===== config.mk =====
export PLATFORM = sky130hd
export DESIGN_NAME = mandelbrot_escape_pixel_core
export DESIGN_NICKNAME = d
export VERILOG_FILES = /design/src/sv/mbep_pkg.sv /design/src/sv/mandelbrot_escape_pixel_core.sv
export SDC_FILE = /design/constraint.sdc
export NUM_CORES = 2
export LEC_CHECK = 0
export ABC_AREA = 1
export BUFFER_PORTS_ARGS = -buffer_cell sky130_fd_sc_hd__buf_4
export CAP_MARGIN = 5
export CORE_MARGIN = 5
export CORE_UTILIZATION = 40
export DETAILED_ROUTE_END_ITERATION = 12
export GPL_ROUTABILITY_DRIVEN = 0
export GPL_TIMING_DRIVEN = 0
export HOLD_SLACK_MARGIN = 0.15
export PLACE_DENSITY_LB_ADDON = 0.08
export SLEW_MARGIN = 20
export SYNTH_ARGS = -nofsm -noshare
export SYNTH_HDL_FRONTEND = slang
export SYNTH_SLANG_ARGS = --single-unit

===== constraint.sdc =====
create_clock -name clk -period 9.37 [get_ports clk]
set_input_delay 0.4685 -clock clk [delete_from_list [all_inputs] [get_ports clk]]
set_output_delay 0.4685 -clock clk [all_outputs]
set_load 0.005 [all_outputs]

===== src/sv/mbep_pkg.sv =====
// Shared types, constants and fixed-point helpers for the Mandelbrot escape pixel core.
package mbep_pkg;

    localparam int COORD_BITS  = 12;
    localparam int FIXED_WIDTH = 32;
    localparam int FRAC_BITS   = 28;
    localparam int ITER_BITS   = 16;
    localparam int COLOR_BITS  = 8;
    localparam int SQ_BITS     = 2 * FIXED_WIDTH - 1 - FRAC_BITS;
    localparam int CFG_IDX_BITS = 3;

    localparam logic [CFG_IDX_BITS-1:0] CFG_START_RE = 3'd0;
    localparam logic [CFG_IDX_BITS-1:0] CFG_STEP_RE  = 3'd1;
    localparam logic [CFG_IDX_BITS-1:0] CFG_START_IM = 3'd2;
    localparam logic [CFG_IDX_BITS-1:0] CFG_STEP_IM  = 3'd3;
    localparam logic [CFG_IDX_BITS-1:0] CFG_MAX_ITER = 3'd4;

    localparam logic signed [FIXED_WIDTH-1:0] START_RE_RST = -32'sd400778588;
    localparam logic signed [FIXED_WIDTH-1:0] STEP_RE_RST  = 32'sd165701;
    localparam logic signed [FIXED_WIDTH-1:0] START_IM_RST = -32'sd22297569;
    localparam logic signed [FIXED_WIDTH-1:0] STEP_IM_RST  = 32'sd93207;
    localparam logic [ITER_BITS-1:0]          MAX_ITER_RST = 16'd1000;

    localparam logic [SQ_BITS:0] ESCAPE_LIMIT = (SQ_BITS+1)'(4) << FRAC_BITS;

    localparam logic [COLOR_BITS-1:0] RED_BASE   = 8'd29;
    localparam logic [COLOR_BITS-1:0] GREEN_BASE = 8'd24;
    localparam logic [COLOR_BITS-1:0] BLUE_BASE  = 8'd4;
    localparam logic [COLOR_BITS-1:0] GREEN_OFS  = 8'd64;
    localparam logic [COLOR_BITS-1:0] BLUE_OFS   = 8'd128;
    localparam logic [COLOR_BITS-1:0] RAMP_SPAN  = 8'd64;
    localparam logic [COLOR_BITS-1:0] RAMP_TOP   = 8'd192;
    localparam logic [COLOR_BITS-1:0] RAMP_GAIN  = 8'd3;

    typedef struct packed {
        logic [COORD_BITS-1:0] column;
        logic [COORD_BITS-1:0] row;
    } pixel_t;

    typedef struct packed {
        logic [ITER_BITS-1:0]  iteration_count;
        logic                  inside_res;
        logic [COLOR_BITS-1:0] red;
        logic [COLOR_BITS-1:0] green;
        logic [COLOR_BITS-1:0] blue;
    } result_t;

    // saturate a 64-bit signed value to the fixed-point range
    function automatic logic signed [FIXED_WIDTH-1:0] sat_fx(input logic signed [63:0] v);
        logic signed [FIXED_WIDTH-1:0] res;
        if ((&v[63:FIXED_WIDTH-1]) || !(|v[63:FIXED_WIDTH-1]))
        begin
            res = v[FIXED_WIDTH-1:0];
        end
        else if (v[63])
        begin
            res = {1'b1, {(FIXED_WIDTH-1){1'b0}}};
        end
        else
        begin
            res = {1'b0, {(FIXED_WIDTH-1){1'b1}}};
        end
        return res;
    endfunction

    function automatic logic signed [FIXED_WIDTH-1:0] add_fx(
        input logic signed [FIXED_WIDTH-1:0] a,
        input logic signed [FIXED_WIDTH-1:0] b
    );
        logic signed [FIXED_WIDTH:0]   s;
        logic signed [FIXED_WIDTH-1:0] res;
        s = {a[FIXED_WIDTH-1], a} + {b[FIXED_WIDTH-1], b};
        if (s[FIXED_WIDTH] == s[FIXED_WIDTH-1])
        begin
            res = s[FIXED_WIDTH-1:0];
        end
        else if (s[FIXED_WIDTH])
        begin
            res = {1'b1, {(FIXED_WIDTH-1){1'b0}}};
        end
        else
        begin
            res = {1'b0, {(FIXED_WIDTH-1){1'b1}}};
        end
        return res;
    endfunction

    // 3 * clamp(idx - ofs, 0, 64)
    function automatic logic [COLOR_BITS-1:0] color_ramp(
        input logic [COLOR_BITS-1:0] idx,
        input logic [COLOR_BITS-1:0] ofs
    );
        logic [COLOR_BITS-1:0] d;
        logic [COLOR_BITS-1:0] res;
        d = idx - ofs;
        if (idx < ofs)
        begin
            res = '0;
        end
        else if (d >= RAMP_SPAN)
        begin
            res = RAMP_TOP;
        end
        else
        begin
            res = COLOR_BITS'(d * RAMP_GAIN);
        end
        return res;
    endfunction

endpackage


===== src/sv/mandelbrot_escape_pixel_core.sv =====
// Mandelbrot escape-time pixel core: one shared multiplier under a sequencer.
//
// Each pixel transaction forms c from the row (real part) and column (imaginary part)
// using the start/step registers, then iterates z = z*z + c in signed Q4.28 with
// saturation until |z|^2 reaches 4 or the count hits max_iterations. A single
// registered 32x32 multiplier does all the work, so each iteration steps through
// z_re^2, z_im^2, z_re*z_im and the update. A pixel that escapes also passes through
// the 8-step palette-index divider and the color lookup. pixel_stall is high from
// acceptance until the result is loaded into the output register; a new pixel can
// be taken while that result still waits. Configuration is to be written only while
// idle; the core itself does not enforce this.
module mandelbrot_escape_pixel_core (
    input  logic                                   clk,
    input  logic                                   rst_n,
    input  logic                                   cfg_write_en,
    input  logic [mbep_pkg::CFG_IDX_BITS-1:0]      cfg_index,
    input  logic [mbep_pkg::FIXED_WIDTH-1:0]       cfg_data,
    input  logic                                   pixel_valid,
    output logic                                   pixel_stall,
    input  mbep_pkg::pixel_t                       pixel,
    output logic                                   result_valid,
    input  logic                                   result_stall,
    output mbep_pkg::result_t                      result
);

    localparam int FW = mbep_pkg::FIXED_WIDTH;
    localparam int FB = mbep_pkg::FRAC_BITS;
    localparam int SQ = mbep_pkg::SQ_BITS;
    localparam int IB = mbep_pkg::ITER_BITS;
    localparam int CB = mbep_pkg::COLOR_BITS;
    localparam int NUM_BITS = IB + CB;

    typedef enum logic [3:0] {
        ST_IDLE,
        ST_CRE,
        ST_CIM,
        ST_CIM_WR,
        ST_LOOP,
        ST_SQY,
        ST_CROSS,
        ST_UPDATE,
        ST_DIV,
        ST_PAL,
        ST_OUT
    } state_t;

    state_t state_reg, state_next;
    logic   out_valid_reg, out_valid_next;

    logic signed [FW-1:0] start_re_reg, step_re_reg, start_im_reg, step_im_reg;
    logic [IB-1:0]        max_iter_reg;

    mbep_pkg::pixel_t     pix_reg, pix_next;
    logic signed [FW-1:0] mul_a, mul_b;
    logic signed [63:0]   prod_reg;
    logic signed [FW-1:0] c_re_reg, c_re_next, c_im_reg, c_im_next;
    logic signed [FW-1:0] zx_reg, zx_next, zy_reg, zy_next;
    logic [SQ-1:0]        sx_reg, sx_next;
    logic [SQ-1:0]        sy_cur;
    logic [IB-1:0]        count_reg, count_next;
    logic                 inside_reg, inside_next;
    logic [IB-1:0]        rem_reg, rem_next;
    logic [CB-1:0]        num_lo_reg, num_lo_next;
    logic [CB-1:0]        quot_reg, quot_next;
    logic [2:0]           bit_cnt_reg, bit_cnt_next;
    logic [CB-1:0]        red_reg, red_next, green_reg, green_next, blue_reg, blue_next;
    mbep_pkg::result_t    result_reg, result_next;

    logic [NUM_BITS-1:0]  num_full;
    logic [IB:0]          trial;
    logic                 trial_ok;
    logic                 escaped;
    logic                 out_free;

    assign pixel_stall  = (state_reg != ST_IDLE);
    assign result_valid = out_valid_reg;
    assign result       = result_reg;
    assign out_free     = !out_valid_reg || !result_stall;

    assign sy_cur   = prod_reg[SQ+FB-1:FB];
    assign escaped  = ({1'b0, sx_reg} + {1'b0, sy_cur}) >= mbep_pkg::ESCAPE_LIMIT;
    assign num_full = {count_reg, {CB{1'b0}}} - NUM_BITS'(count_reg);
    assign trial    = {rem_reg, num_lo_reg[CB-1]};
    assign trial_ok = trial >= {1'b0, max_iter_reg};

    always_comb
    begin
        case (state_reg)
            ST_CRE:
            begin
                mul_a = FW'({1'b0, pix_reg.row});
                mul_b = step_re_reg;
            end
            ST_CIM:
            begin
                mul_a = FW'({1'b0, pix_reg.column});
                mul_b = step_im_reg;
            end
            ST_LOOP:
            begin
                mul_a = zx_reg;
                mul_b = zx_reg;
            end
            ST_SQY:
            begin
                mul_a = zy_reg;
                mul_b = zy_reg;
            end
            default:
            begin
                mul_a = zx_reg;
                mul_b = zy_reg;
            end
        endcase
    end

    always_comb
    begin
        state_next     = state_reg;
        out_valid_next = out_valid_reg;
        pix_next       = pix_reg;
        c_re_next      = c_re_reg;
        c_im_next      = c_im_reg;
        zx_next        = zx_reg;
        zy_next        = zy_reg;
        sx_next        = sx_reg;
        count_next     = count_reg;
        inside_next    = inside_reg;
        rem_next       = rem_reg;
        num_lo_next    = num_lo_reg;
        quot_next      = quot_reg;
        bit_cnt_next   = bit_cnt_reg;
        red_next       = red_reg;
        green_next     = green_reg;
        blue_next      = blue_reg;
        result_next    = result_reg;

        if (out_valid_reg && !result_stall)
        begin
            out_valid_next = 1'b0;
        end

        case (state_reg)
            ST_IDLE:
            begin
                if (pixel_valid)
                begin
                    pix_next   = pixel;
                    state_next = ST_CRE;
                end
            end
            ST_CRE:
            begin
                state_next = ST_CIM;
            end
            ST_CIM:
            begin
                c_re_next  = mbep_pkg::sat_fx({{(64-FW){start_re_reg[FW-1]}}, start_re_reg}
                                              + prod_reg);
                state_next = ST_CIM_WR;
            end
            ST_CIM_WR:
            begin
                c_im_next  = mbep_pkg::sat_fx({{(64-FW){start_im_reg[FW-1]}}, start_im_reg}
                                              + prod_reg);
                zx_next    = '0;
                zy_next    = '0;
                count_next = '0;
                state_next = ST_LOOP;
            end
            ST_LOOP:
            begin
                if (count_reg >= max_iter_reg)
                begin
                    inside_next = 1'b1;
                    red_next    = '0;
                    green_next  = '0;
                    blue_next   = '0;
                    state_next  = ST_OUT;
                end
                else
                begin
                    state_next = ST_SQY;
                end
            end
            ST_SQY:
            begin
                sx_next    = prod_reg[SQ+FB-1:FB];
                state_next = ST_CROSS;
            end
            ST_CROSS:
            begin
                if (escaped)
                begin
                    inside_next  = 1'b0;
                    rem_next     = num_full[NUM_BITS-1:CB];
                    num_lo_next  = num_full[CB-1:0];
                    bit_cnt_next = '0;
                    state_next   = ST_DIV;
                end
                else
                begin
                    zx_next = mbep_pkg::add_fx(
                        mbep_pkg::sat_fx(64'($signed({1'b0, sx_reg}) - $signed({1'b0, sy_cur}))),
                        c_re_reg);
                    state_next = ST_UPDATE;
                end
            end
            ST_UPDATE:
            begin
                zy_next    = mbep_pkg::add_fx(mbep_pkg::sat_fx(prod_reg >>> (FB - 1)), c_im_reg);
                count_next = count_reg + 1'b1;
                state_next = ST_LOOP;
            end
            ST_DIV:
            begin
                if (trial_ok)
                begin
                    rem_next = IB'(trial - {1'b0, max_iter_reg});
                end
                else
                begin
                    rem_next = trial[IB-1:0];
                end
                quot_next    = {quot_reg[CB-2:0], trial_ok};
                num_lo_next  = {num_lo_reg[CB-2:0], 1'b0};
                bit_cnt_next = bit_cnt_reg + 1'b1;
                if (&bit_cnt_reg)
                begin
                    state_next = ST_PAL;
                end
            end
            ST_PAL:
            begin
                red_next   = mbep_pkg::RED_BASE + mbep_pkg::color_ramp(quot_reg, '0);
                green_next = mbep_pkg::GREEN_BASE
                             + mbep_pkg::color_ramp(quot_reg, mbep_pkg::GREEN_OFS);
                blue_next  = mbep_pkg::BLUE_BASE
                             + mbep_pkg::color_ramp(quot_reg, mbep_pkg::BLUE_OFS);
                state_next = ST_OUT;
            end
            ST_OUT:
            begin
                if (out_free)
                begin
                    result_next.iteration_count = count_reg;
                    result_next.inside_res      = inside_reg;
                    result_next.red             = red_reg;
                    result_next.green           = green_reg;
                    result_next.blue            = blue_reg;
                    out_valid_next              = 1'b1;
                    state_next                  = ST_IDLE;
                end
            end
            default:
            begin
                state_next = ST_IDLE;
            end
        endcase
    end

    always_ff @(posedge clk or negedge rst_n)
    begin
        if (!rst_n)
        begin
            state_reg     <= ST_IDLE;
            out_valid_reg <= 1'b0;
            result_reg    <= '0;
            start_re_reg  <= mbep_pkg::START_RE_RST;
            step_re_reg   <= mbep_pkg::STEP_RE_RST;
            start_im_reg  <= mbep_pkg::START_IM_RST;
            step_im_reg   <= mbep_pkg::STEP_IM_RST;
            max_iter_reg  <= mbep_pkg::MAX_ITER_RST;
        end
        else
        begin
            state_reg     <= state_next;
            out_valid_reg <= out_valid_next;
            result_reg    <= result_next;
            if (cfg_write_en)
            begin
                case (cfg_index)
                    mbep_pkg::CFG_START_RE: start_re_reg <= cfg_data;
                    mbep_pkg::CFG_STEP_RE:  step_re_reg  <= cfg_data;
                    mbep_pkg::CFG_START_IM: start_im_reg <= cfg_data;
                    mbep_pkg::CFG_STEP_IM:  step_im_reg  <= cfg_data;
                    mbep_pkg::CFG_MAX_ITER: max_iter_reg <= cfg_data[IB-1:0];
                    default: ;
                endcase
            end
        end
    end

    always_ff @(posedge clk)
    begin
        prod_reg    <= mul_a * mul_b;
        pix_reg     <= pix_next;
        c_re_reg    <= c_re_next;
        c_im_reg    <= c_im_next;
        zx_reg      <= zx_next;
        zy_reg      <= zy_next;
        sx_reg      <= sx_next;
        count_reg   <= count_next;
        inside_reg  <= inside_next;
        rem_reg     <= rem_next;
        num_lo_reg  <= num_lo_next;
        quot_reg    <= quot_next;
        bit_cnt_reg <= bit_cnt_next;
        red_reg     <= red_next;
        green_reg   <= green_next;
        blue_reg    <= blue_next;
    end

    a_valid_from_out: assert property (@(posedge clk) disable iff (!rst_n)
        $rose(result_valid) |-> $past(state_reg == ST_OUT))
        else $error("result_valid rose outside the output state");

    a_inside_black: assert property (@(posedge clk) disable iff (!rst_n)
        (result_valid && result.inside_res) |->
            (result.red == '0 && result.green == '0 && result.blue == '0))
        else $error("inside pixel is not black");

    a_inside_flag: assert property (@(posedge clk) disable iff (!rst_n)
        result_valid |-> (result.inside_res == (result.iteration_count >= max_iter_reg)))
        else $error("inside flag does not match the iteration count");

    a_count_bound: assert property (@(posedge clk) disable iff (!rst_n)
        result_valid |-> (result.iteration_count <= max_iter_reg))
        else $error("iteration count beyond the limit");

endmodule


==> metrics.cfg <==
[min_path]
hold-path-cell-count = 3
min_to = step_im_reg[31]
hold_class = in2reg
min-delay-start = cfg_data[31]

[worst_setup_path]
slowest_delay_ps = 650
critPathTopFamily = adder cells
rr_startpoint = state_reg[0]
slowest_stage = fa_1
worstPathRequired_ps = 9930
rr_worst_depth = 37
crit_path_frequent_cell = fa_1
critPathMaxFanout = 10
critPathCaptureType = flip-flop
crit_arrival_ps = 9770
reg2reg_to = prod_reg[57]
critPathBufInv = 13
timing.reg2reg.setup_slack_ps = 160
path_class = reg2reg
start_kind = flip-flop

[detailed_routing]
wl_per_cell_um = 25.0
routed_wl_um = 314000
via_count = 68500
ant_nets = 0
drc = 0
drtPass1Iterations = 7
viasPerCell = 5.45
drtIter0Drc = 7693

[timing]
fin_ws_ps = 162
fin_crit_sh = 0.983
skew_ps = 27.8
rsz0062_at_grt = yes
drv_slew = 0
hold_viol_final = 0
setup_viol = 0
fmax_ghz = 0.109
tightest_slew_ps = 1250
slew_headroom = 0.158
period_minus_slack_ps = 9210

[cts]
tritoncts = built
clk_path_buf_depth = 3
h-tree-depth = 2
clkSinkCount = 517
cts_buffers = 57
clk_pin_slew_ps = 70
root_buffer = clkbuf_16
clk_latency_ps = 680

[floorplanning]
rows = 159
dieWidth_um = 445
num_io_pins = 107
die_h_um = 445
initial_core_util = 0.403
core-area_sq_mm = 0.188
die-area_sq_mm = 0.198

[synthesis]
syn_area_sq_mm = 0.0757
yosys-top-cells-area = fa_1 (29%), nand2_1 (11%), edfxtp_1 (10%), inv_1 (9.0%), ha_1 (8.4%)
synth_seq_area_share = 0.185
synth_ff_type = edfxtp_1
yosysTopAreaCellShare = 0.288
ys_ff_latch = 517
syn_avg_cell_area_sq_um = 7.82
yosysWarnings = 0
synth_fp_nets = 11300
async_flop_share = 0.368
synth_cells = 9682
synth_cell_type_count = 70
netlist.top_cell.by_area = fa_1
synth_edf_count = 263

[grt]
grt_pass1_wl_um = 456000
antenna_found_initial = 12
grt_max_degree = 72
grt_use_total = 0.313
gr-total-overflow = 0
grt_pass1_vias = 66400

[placed_design]
dp_worst_setup_slack_ps = -1900
port_buffers = 106
dp_hpwl_um = 268000

[cells_and_area]
fillers = 19200
regArea_sq_mm = 0.0140
fin_nets = 11700
drive_above_1_share = 0.0944
largest_register_ff_count = 64
multi_input_area_sq_mm = 0.0545
area_delta_synth_final_pct = 12.6

[flow_run]
drv_cap = 0

[status]
outcome = completed

how the worst max path moves through the flow:
stage                       startpoint  cells past startpoint           end  slack, ps
after floorplan           state_reg[1]                     31  prod_reg[60]        250
after global placement    state_reg[1]                     33  prod_reg[50]      -3900
after detailed placement  state_reg[2]                     33  prod_reg[55]      -1900
after CTS                 state_reg[0]                     37  prod_reg[60]        -20
after global routing      state_reg[3]                     36  prod_reg[60]        -50
final                     state_reg[0]                     37  prod_reg[57]        160
stage by stage:
stage | setup TNS (ps) | instances | hold WS (ps) | util | cell area (sq um)
3_3_place_gp | -164780 | 12300 | 466 | 0.423 | 79600
4_1_cts | -20.1 | 12500 | 161 | 0.449 | 84400
6_report | 0 | 12600 | 195 | 0.453 | 85200
3_5_place_dp | -53000 | 12300 | 445 | 0.426 | 80200
2_1_floorplan | 0 | 9682 | 173 | - | 75700
5_1_grt | -200 | 12600 | 186 | 0.453 | 85200
cells in the mapped netlist, drive strengths merged (21+ instances only):
cell type and n:
nor2 1158, buf 87, nand4 115, ha 507
nand2 2195, clkbuf 188, edfxtp 263, clkinv 21
o21bai 41, inv 1835, dfrtp 133, dfxtp 64
nand3 250, xor2 169, a31oi 33, o21a 24
a21boi 22, nor3 77, mux2 25, dfstp 57
fa 1090, nor4 21, xnor2 81, o21ai 499
a21o 24, a21oi 569
placed cells by master, fill, tap and decap left out, drive strengths merged, types with 33 or more instances in the layout:
cell | synthesis | final
dfxtp | 64 | 64
nand2 | 2195 | 2195
dfstp | 57 | 57
a21oi | 569 | 569
ha | 507 | 507
nor2 | 1158 | 1158
dfrtp | 133 | 133
fa | 1090 | 1090
inv | 1835 | 1821
o21bai | 41 | 41
nand3 | 250 | 250
buf | 87 | 368
nor3 | 77 | 77
clkbuf | 188 | 240
nand4 | 115 | 115
edfxtp | 263 | 263
xor2 | 169 | 169
a31oi | 33 | 33
o21ai | 499 | 499
xnor2 | 81 | 81
cells by family (layout without fill, tap and decap cells):
group / after synthesis / count (layout) / share of synthesized area
xor+xnor: 250 / 250 / 0.0291
fa+ha+maj: 1597 / 1597 / 0.372
buf+inv: 2131 / 2523 / 0.108
mux: 25 / 25 / 0.00372
compound gates: 1303 / 1303 / 0.0954
other cells: 0 / 3 / 0
flops: 517 / 517 / 0.185
simple gates: 3859 / 3859 / 0.206
routing by layer:
metal / wire (um) / GRT usage
met1: 137000 / 0.455
met2: 133000 / 0.466
met3: 31100 / 0.0612
met4: 13500 / 0.110
met5: 0 / 0
final cells by class:
class / count / area share
clock inverters: 32 / 0.00456
repair buffers: 290 / 0.0319
diodes: 3 / 0.0000881
multi-input cells: 7034 / 0.639
plain buffers: 269 / 0.0209
well taps: 2495 / 0.0366
clock buffers: 76 / 0.0193
flip-flops and latches: 517 / 0.164
inverters: 1856 / 0.0834
timing repair:
item                                    in CTS  in global routing
endpoints found under the hold margin       90                  0
resized for setup                          353                193
endpoints found under the setup margin      51                 33
pin swaps                                   36                 25
cloned                                       1                  0
setup buffers                               91                 40
hold buffers                                26                  0
worst min-delay path, cell delays in order:
cell and delay (ps):
buf_4 80, inv_1 100, o21ai_0 180
Power is not shown: default switching activity piles up to over one toggle a cycle in this logic, so the estimate is an artifact.
